File: config.mk
export PLATFORM = sky130hd
export DESIGN_NAME = strided_prime_enumerator
export DESIGN_NICKNAME = d
export VERILOG_FILES = /design/src/hdl/spe_pkg.sv /design/src/hdl/spe_div.sv /design/src/hdl/strided_prime_enumerator.sv
export SDC_FILE = /design/constraint.sdc
export NUM_CORES = 1
export LEC_CHECK = 0
export BUFFER_PORTS_ARGS = -buffer_cell sky130_fd_sc_hd__buf_2
export CAP_MARGIN = 5
export CORE_MARGIN = 5
export CORE_UTILIZATION = 55
export DETAILED_ROUTE_END_ITERATION = 8
export MAX_ROUTING_LAYER = met4
export PLACE_DENSITY = 0.84
export SLEW_MARGIN = 15
export SYNTH_ARGS = -nofsm -noshare
export SYNTH_HDL_FRONTEND = slang
export SYNTH_SLANG_ARGS = --single-unit
File: constraint.sdc
create_clock -name clk -period 4.41 [get_ports clk]
set_input_delay 0.441 -clock clk [delete_from_list [all_inputs] [get_ports clk]]
set_output_delay 0.441 -clock clk [all_outputs]
set_load 0.01 [all_outputs]
File: src/hdl/spe_pkg.sv
// Shared constants and types for the strided prime enumerator.
// No dependencies; imported by spe_div and strided_prime_enumerator.
package spe_pkg;

  localparam int VALUE_BITS = 20;
  localparam int NEXT_BITS  = VALUE_BITS + 1;
  localparam int SQ_BITS    = VALUE_BITS + 2;
  localparam int CNT_BITS   = $clog2(VALUE_BITS);
  localparam int IN_W       = 8;
  localparam int OUT_RAW_W  = 2 * VALUE_BITS + 2;
  localparam int OUT_W      = ((OUT_RAW_W + 7) / 8) * 8;
  localparam int APB_DW     = 32;
  localparam int APB_AW     = 4;

  // register indexes
  localparam logic [1:0] REG_FIRST  = 2'd0;
  localparam logic [1:0] REG_STRIDE = 2'd1;
  localparam logic [1:0] REG_LIMIT  = 2'd2;

  typedef struct packed {
    logic done;
    logic rem_zero;
  } div_status_t;

endpackage

File: src/hdl/spe_div.sv
// Iterative restoring remainder unit: one quotient bit per cycle.
// Depends on spe_pkg for widths and the status struct.
module spe_div (
  input  logic                           clk,
  input  logic                           rst,
  input  logic                           start,
  input  logic [spe_pkg::VALUE_BITS-1:0] dividend,
  input  logic [spe_pkg::VALUE_BITS-1:0] divisor,
  output spe_pkg::div_status_t           status
);
  import spe_pkg::*;

  logic                  busy;
  logic [CNT_BITS-1:0]   cnt;
  logic [VALUE_BITS-1:0] rem;
  logic [VALUE_BITS-1:0] shreg;
  logic [VALUE_BITS-1:0] dsr;
  logic [VALUE_BITS:0]   trial;
  logic [VALUE_BITS:0]   rem_next;

  assign trial    = {rem, shreg[VALUE_BITS-1]};
  assign rem_next = (trial >= {1'b0, dsr}) ? trial - {1'b0, dsr} : trial;

  always_ff @(posedge clk) begin
    if (rst) begin
      busy            <= 1'b0;
      status.done     <= 1'b0;
      status.rem_zero <= 1'b0;
    end else begin
      status.done <= 1'b0;
      if (start) begin
        busy  <= 1'b1;
        cnt   <= CNT_BITS'(VALUE_BITS - 1);
        rem   <= '0;
        shreg <= dividend;
        dsr   <= divisor;
      end else if (busy) begin
        rem   <= rem_next[VALUE_BITS-1:0];
        shreg <= shreg << 1;
        if (cnt == '0) begin
          busy            <= 1'b0;
          status.done     <= 1'b1;
          status.rem_zero <= (rem_next == '0);
        end else begin
          cnt <= cnt - 1'b1;
        end
      end
    end
  end

endmodule

File: src/hdl/strided_prime_enumerator.sv
// Strided trial-division prime enumerator, top level.
// Path from the accepting edge to m_tvalid: an exhausted step or a candidate
// below 2 goes straight to ST_FINISH; otherwise k trial divisors are run
// (floor(sqrt(n)) - 1 for a prime), each one bound check plus a run on
// the shared remainder unit (spe_div): 20 bit steps and its done flag.
// One request at a time: s_tready is high only while idle; a stalled result holds it low.
// Reset (rst, synchronous): registers to first 0, stride 1, limit all-ones.
module strided_prime_enumerator (
  input  logic                          clk,
  input  logic                          rst,
  input  logic                          s_tvalid,
  output logic                          s_tready,
  input  logic [spe_pkg::IN_W-1:0]      s_tdata,  // [0] restart
  output logic                          m_tvalid,
  input  logic                          m_tready,
  output logic [spe_pkg::OUT_W-1:0]     m_tdata,  // candidate, is_prime, prime_count, exhausted
  input  logic                          psel,
  input  logic                          penable,
  input  logic                          pwrite,
  input  logic [spe_pkg::APB_AW-1:0]    paddr,
  input  logic [spe_pkg::APB_DW-1:0]    pwdata,
  output logic [spe_pkg::APB_DW-1:0]    prdata,
  output logic                          pready
);
  import spe_pkg::*;

  localparam logic [2:0] ST_IDLE   = 3'd0;
  localparam logic [2:0] ST_CHECK  = 3'd1;
  localparam logic [2:0] ST_WAIT   = 3'd2;
  localparam logic [2:0] ST_FINISH = 3'd3;

  logic [2:0]            state;
  logic [VALUE_BITS-1:0] first_cand;
  logic [VALUE_BITS-1:0] stride;
  logic [VALUE_BITS-1:0] limit;
  logic [NEXT_BITS-1:0]  next_value;
  logic [VALUE_BITS-1:0] found_count;
  logic [VALUE_BITS-1:0] count_next;
  logic [NEXT_BITS-1:0]  cand;
  logic [NEXT_BITS-1:0]  cur;
  logic                  exh;
  logic                  prime;
  logic [VALUE_BITS-1:0] dvsr;
  logic [SQ_BITS-1:0]    sq;
  logic                  div_start;
  div_status_t           div_stat;
  logic                  accept;
  logic                  out_free;
  logic                  out_load;
  logic [VALUE_BITS-1:0] out_cand;
  logic                  out_prime;
  logic [VALUE_BITS-1:0] out_count;
  logic                  out_exh;
  logic                  cfg_we;

  assign pready   = 1'b1;
  assign cfg_we   = psel & penable & pwrite;
  assign s_tready = (state == ST_IDLE);
  assign accept   = s_tvalid & s_tready;
  assign out_free = ~m_tvalid | m_tready;
  assign out_load = (state == ST_FINISH) && out_free;
  assign cur      = s_tdata[0] ? {1'b0, first_cand} : next_value;
  assign div_start = (state == ST_CHECK) && (sq <= SQ_BITS'(cand));
  assign count_next = (prime && (found_count != '1)) ? found_count + 1'b1 : found_count;
  assign m_tdata  = OUT_W'({out_exh, out_count, out_prime, out_cand});

  always_comb begin
    case (paddr[3:2])
      REG_FIRST:  prdata = APB_DW'(first_cand);
      REG_STRIDE: prdata = APB_DW'(stride);
      REG_LIMIT:  prdata = APB_DW'(limit);
      default:    prdata = '0;
    endcase
  end

  always_ff @(posedge clk) begin
    if (rst) begin
      first_cand <= '0;
      stride     <= VALUE_BITS'(1);
      limit      <= '1;
    end else if (cfg_we) begin
      case (paddr[3:2])
        REG_FIRST:  first_cand <= pwdata[VALUE_BITS-1:0];
        REG_STRIDE: stride     <= pwdata[VALUE_BITS-1:0];
        REG_LIMIT:  limit      <= pwdata[VALUE_BITS-1:0];
        default:    ;
      endcase
    end
  end

  spe_div u_div (
    .clk      (clk),
    .rst      (rst),
    .start    (div_start),
    .dividend (cand[VALUE_BITS-1:0]),
    .divisor  (dvsr),
    .status   (div_stat)
  );

  always_ff @(posedge clk) begin
    if (rst) begin
      state       <= ST_IDLE;
      next_value  <= '0;
      found_count <= '0;
      m_tvalid    <= 1'b0;
    end else begin
      if (out_load) m_tvalid <= 1'b1;
      else if (m_tready) m_tvalid <= 1'b0;
      case (state)
        ST_IDLE: begin
          if (accept) begin
            cand       <= cur;
            next_value <= cur;
            if (s_tdata[0]) found_count <= '0;
            exh   <= (cur >= {1'b0, limit});
            prime <= 1'b0;
            dvsr  <= VALUE_BITS'(2);
            sq    <= SQ_BITS'(4);
            // exhausted or below 2: no trial needed
            if ((cur >= {1'b0, limit}) || (cur < NEXT_BITS'(2))) state <= ST_FINISH;
            else state <= ST_CHECK;
          end
        end
        ST_CHECK: begin
          if (!div_start) begin
            prime <= 1'b1;
            state <= ST_FINISH;
          end else begin
            state <= ST_WAIT;
          end
        end
        ST_WAIT: begin
          if (div_stat.done) begin
            if (div_stat.rem_zero) begin
              state <= ST_FINISH;
            end else begin
              // (d+1)^2 = d^2 + 2d + 1
              sq    <= sq + SQ_BITS'({dvsr, 1'b1});
              dvsr  <= dvsr + 1'b1;
              state <= ST_CHECK;
            end
          end
        end
        ST_FINISH: begin
          if (out_free) begin
            out_cand  <= exh ? '0 : cand[VALUE_BITS-1:0];
            out_prime <= prime;
            out_count <= count_next;
            out_exh   <= exh;
            found_count <= count_next;
            if (!exh) next_value <= cand + NEXT_BITS'(stride);
            state <= ST_IDLE;
          end
        end
        default: state <= ST_IDLE;
      endcase
    end
  end

endmodule
# Word level (Yosys, flattened, before mapping)
# Index checks and enable logic that the tools add are counted.
dict set report word_totals {
  elab_cells 124
  romBits 0
  ff_bits 280
  ram_bits 0
  memories 0
  latchBits 0
}
dict set report op_classes {
  shifts 0
  n_mul 0
  n_addsub 6
  reduce_logical 28
  n_lt_le_gt_ge 4
  div 0
  bitwise 8
  n_mux 41
  eq_ne 14
}
# op count
set ops {}
lappend ops {{$mux W20} 10}
lappend ops {{$mux W21} 5}
lappend ops {{$pmux W20 S2} 2}
lappend ops {{$mux W22} 3}
lappend ops {{$pmux W20 S3} 1}
lappend ops {{$pmux W22 S2} 1}
lappend ops {{$ge A21 B20 Y1} 2}
lappend ops {{$pmux W21 S2} 1}
lappend ops {{$add A20 B1 Y20 const B} 2}
lappend ops {{$add A22 B21 Y22} 1}
lappend ops {{$le A22 B21 Y1} 1}
lappend ops {{$add A21 B20 Y21} 1}
lappend ops {{$logic_not A21 Y1} 1}
lappend ops {{$lt A21 B2 Y1 const B} 1}
lappend ops {{$sub A21 B20 Y21} 1}
lappend ops {{$ne A20 B20 Y1 const B} 1}
lappend ops {{$reduce_and A3 Y1} 5}
lappend ops {{$pmux W3 S4} 1}
lappend ops {{$reduce_and A4 Y1} 3}
lappend ops {{$mux W5} 2}
lappend ops {{$ne A2 B2 Y1 const B} 5}
lappend ops {{$reduce_and A2 Y1} 5}
lappend ops {{$reduce_bool A2 Y1} 5}
lappend ops {{$mux W3} 3}
lappend ops {{19 further kinds} 38}

# Logic depth before layout (Yosys ltp)
dict set report depth {
  depth_word 6
  depth_mapped 14
  depth_no_buf 13
}

# Cells and area by module
# From an unflattened synthesis, not the netlist that was laid out.
dict set report unflattened {
  cells_unflattened 1706
  hier_area_um2 16388.2
}
# mod cells_each area_per_inst_um2 n_inst
set by_module_without_submodules {}
lappend by_module_without_submodules {strided_prime_enumerator 1317 12136.6 1}
lappend by_module_without_submodules {spe_div 389 4251.6 1}

# Worst setup path after synthesis
# Ideal clock, no wire load.
dict set report synth_path {
  kind {register to register}
  start {register cand[3]}
  end {register u_div.rem[0], enable pin}
  n_path_buf 1
  path_stages_with_launch 12
  required_time_ps 3973
  arrival_time_ps 4107
  path_slack_ps -134
  setup_ps 437
  period_less_slack_ps 4544
  path_cell_list {edfxtp_1 -> inv_1 -> ha_1 -> a21o_1 -> a211o_1 -> o221ai_1 -> a31oi_1 -> a2111oi_0 -> o21a_1 -> clkbuf_1 -> nor2_1 -> nor2_1}
}
dict set report synth_between {
  elab_chain_len 4
}
# element line_no
set synth_rtl {}
lappend synth_rtl {{start: declaration} strided_prime_enumerator.sv:39} ;# logic [NEXT_BITS-1:0] cand;
lappend synth_rtl {{start signal: assignment} strided_prime_enumerator.sv:112} ;# cand <= cur;
lappend synth_rtl {{$le A22 B21 Y1} strided_prime_enumerator.sv:63} ;# assign div_start = (state == ST_CHECK) && (sq <= SQ_BITS'(cand));
lappend synth_rtl {{$logic_and A1 B1 Y1} strided_prime_enumerator.sv:63}
lappend synth_rtl {{$reduce_bool A2 Y1 (no source line)} --}
lappend synth_rtl {{$reduce_and A2 Y1 (no source line)} --}
lappend synth_rtl {{end signal: assignment} spe_div.sv:38} ;# rem <= rem_next[VALUE_BITS-1:0];
lappend synth_rtl {{end: declaration} spe_div.sv:15} ;# logic [VALUE_BITS-1:0] rem;
# Every way passes these cells.
# A chain may end at the register's enable or synchronous reset.

# Worst setup path in the final report
dict set report layout_path {
  start {register cand[16]}
  end {register u_div.cnt[1], enable pin}
}
dict set report layout_between {
  elab_chain_len 4
}
# element line_no
set layout_rtl {}
lappend layout_rtl {{$le A22 B21 Y1 (*)} strided_prime_enumerator.sv:63}
lappend layout_rtl {{$logic_and A1 B1 Y1 (*)} strided_prime_enumerator.sv:63}
lappend layout_rtl {{$ne A2 B2 Y1 (no source line) or $reduce_bool A2 Y1 (tied branches)} --}
lappend layout_rtl {{$reduce_and A3 Y1 (no source line) (*)} --}
lappend layout_rtl {{end signal: assignment} spe_div.sv:33} ;# cnt <= CNT_BITS'(VALUE_BITS - 1);
lappend layout_rtl {{end signal: assignment} spe_div.sv:45} ;# cnt <= cnt - 1'b1;
lappend layout_rtl {{end: declaration} spe_div.sv:14} ;# logic [CNT_BITS-1:0] cnt;
# Every way passes the cells marked *; elsewhere a longest branch is shown, timed or not.

==> impl_results.md <==
* Rows at 62
* Hold/Removal Path Class: input pin to flop
* Clock Path Buffers at 3
* Starting Density at a little under three fifths
* Cells after Synth at between 1500 and 2000
* Clock root cell: clkbuf_16
* Mux cell area share after synthesis at under 10%
* Multi-input logic area at 0.00781 mm²
* Yosys reg bits at 279
* Total Routing Usage GR at between 20% and 30%
* Max Cap Violations at 0
* Type of the worst setup path: flop to flop
* Slew @ Worst Pin at around 1.0 ns
* Clock slew at reported path FFs at 0.07 ns
* Sequential cell area fraction in the yosys report at ~46%
* Vias per inst at 5.97
* Ant diodes at 0
* PD cells at 383 mW/mm²
* Final HPWL DP at 27400 µm
* WL/cell at 18.2 µm
* Die Wd at roughly 180 µm
* Crit start category: flop
* Syn_area_per_cell at 9.61 µm²
* Synth Area in XOR/XNOR at 4.36%
* 1st-pass router iterations at 6
* Drt drc at 0
* Critical Path Sink Type: flop
* Vias in the first global route at between 10000 and 15000
* Routed vias at approximately 13000
* CTS Buf Count at 28
* Unique masters post-synth at 76
* Count of final max-slew check failures at 0
* Core area at 0.0286 mm²
* Critical path arrival at 4.15 ns
* Syn. warnings at 0
* Compound-Gate Fraction of Synth Area at ~14%
* Die Ht at 180 µm
* # hold bufs at CTS at 0
* Largest family of logic cells by synthesized area: simple AND/OR/NAND/NOR gates
* Post-Layout Cell Count at between 2000 and 2500
* Fin nets at 1875
* Dpl ws at 0.657 ns
* Final WS setup at 0.482 ns
* Async S/R FF share, synth at 0%
* Setup TNS at 0 ns
* First-pass GRT wire length at 62900 µm
* # IOs at 134
* Max-slew headroom at between 30% and 40%
* Initial antenna violation count at 0
* Clk_skew at 0.0438 ns
* Final cycle utilization of the critical path at 89.1%
* Fin. Hold Viols at 0
* GPL Wtd Cong at 0.935
* Post-Synth Simple-Gate Area at 16.2%
* CTS tree: yes
* FF+latch area at 0.00731 mm²
* PortBufs at 93
* Largest net degree at the start of global routing at 72
* Fill count at 2252
* Post-Route WL at about 39000 µm
* WP data required at 4.63 ns
* Leakage dissipation at ~7.4 nW
* Post-route ant nets at 0
* Cell taking the most area after synthesis: edfxtp_1
* # clock sinks at ~280
* Prevailing post-synth register cell: edfxtp_1
* Total power draw at 0.00673 W
* Fraction of post-synthesis cell area in the top cell type by area at about a third
* Initial DRC Count at 1087
* Grt ovf at 0
* EDFF count, synth at 172
* Placed cells at 2071
* Layout cells sized above 1 at 12.3%
* Cell area after synthesis at 0.0159 mm²
* RSZ-0062 raised after global routing: false
* Worst Path Max Fanout at 11
* Peak supply drop at 325 µV
* P&R area growth vs syn at 10.6%
* Final setup violation count at 0
* Adder-cell area share of the yosys netlist at 8.58%
* Fin util at 61.3%
* Status: complete, no violations
* Synth area leaders: edfxtp_1, dfxtp_1, ha_1, nand2_1, nor2_1
* Fin crit period at 3.93 ns
* Die area at 0.0324 mm²
* CTS resizes at 0
* CTS H-Tree Depth at 1
* Setup bufs post-CTS at 0
* Skew-Pair Late Insertion Delay at 0.58 ns
* Max Freq at 0.255 GHz
[metrics by stage]
step           hold slack [ns]  cell area [µm²]
2_1_floorplan            0.429            15900
3_3_place_gp             0.439            16600
3_5_place_dp             0.451            16600
4_1_cts                 0.0912            17600
5_1_grt                  0.105            17600
6_report                 0.107            17600
[registers in the layout, indices dropped and copies added, names as in the netlist, 2 cells and up]
register      cells
out_count        20
state             2
out_cand         20
u_div.shreg      20
sq               22
first_cand       20
u_div.dsr        20
stride           20
found_count      20
u_div.rem        20
limit            20
u_div.status      2
u_div.cnt         5
cand             21
dvsr             20
next_value       21
[synth_stat cells, drive strengths merged, types with 4 or more instances]
master	number
a21oi	96
a31o	5
o21a	15
mux2i	47
o31ai	11
a22o	9
nand2b	10
nor2	158
nand3	35
a21o	30
dfxtp	107
nor3	51
ha	104
xnor2	41
o21ai	79
clkbuf	60
o211ai	23
nand4	17
xor2	38
or3	9
edfxtp	172
o21bai	5
a31oi	10
inv	101
a211o	5
a311oi	4
or2	8
and2	15
and3	16
nor4	11
a211oi	24
nor2b	15
nor3b	5
nand3b	6
buf	33
nand2	193
mux2	28
o31a	6
[cells in the final DEF (no fill, tap or decap), types with 11 or more instances in the layout]
cell	n
ha_1	104
nand2_1	193
inv_1	101
xor2_1	38
nor2_1	156
o21a_1	15
and2_1	14
o211ai_1	23
nand3_1	35
o31ai_1	11
edfxtp_1	172
a211oi_1	24
buf_4	19
mux2i_1	47
dfxtp_1	107
nand4_1	17
nor2b_1	14
clkbuf_16	29
conb_1	19
nor3_1	48
and3_1	16
xnor2_1	41
a21o_1	28
buf_2	93
o21ai_0	77
a21oi_1	96
mux2_2	28
[worst max-delay path, stage by stage (launching register included)]
cell and delay [ns]:
edfxtp_1 0.39, inv_1 0.09, ha_1 0.34, a21oi_1 0.19
nand2_1 0.08, a221oi_1 0.38, a31oi_1 0.13, a2111oi_0 0.72
o21a_1 0.49, nor2_1 0.17, nor3_1 0.57
[report_power, final]
group          leakage [nW]  total, W  switching (W)  internal, W
sequential             2.46   0.00308       0.000122      0.00296
clock                 0.466   0.00249        0.00105      0.00144
combinational          4.44   0.00116       0.000719     0.000440
[metal layers]
| metal | up-vias | global-route usage [%] | routed length [µm] |
|---|---|---|---|
| met5 | - | - | 0 |
| met3 | 113 | 3.07 | 2480 |
| met4 | 0 | 9.20 | 1550 |
| met1 | 5998 | 29.7 | 16000 |
| met2 | 532 | 39.7 | 18600 |
| li1 | 6015 | - | - |
[final cells by class]
| cell class | count | area share, % |
|---|---|---|
| Timing Repair Buffer | 112 | 3.46 |
| Multi-Input combinational cell | 1194 | 44.5 |
| Sequential cell | 279 | 41.6 |
| Inverter | 102 | 2.18 |
| Tap cell | 384 | 2.74 |
| Clock buffer | 31 | 4.18 |
| Clock inverter | 20 | 1.34 |
[final timing paths]
| check | slack (ns) | cells past startpoint | end | from |
|---|---|---|---|---|
| worst min register to register | 0.46 | 2 | next_value[1] | next_value[1] |
| worst min-delay path | 0.11 | 3 | stride[0] | pwdata[0] |
| worst max register to register | 0.48 | 10 | u_div.cnt[1] | cand[16] |
| worst max-delay path | 0.48 | 10 | u_div.cnt[1] | cand[16] |
[cell families after synthesis]
family,count (synthesis)
xor+xnor,79
mux,75
buf+inv,195
flops,279
other cells,2
compound gates,354
simple gates,560
fa+ha+maj,107
Note: power is estimated with default switching activity, not from simulation.
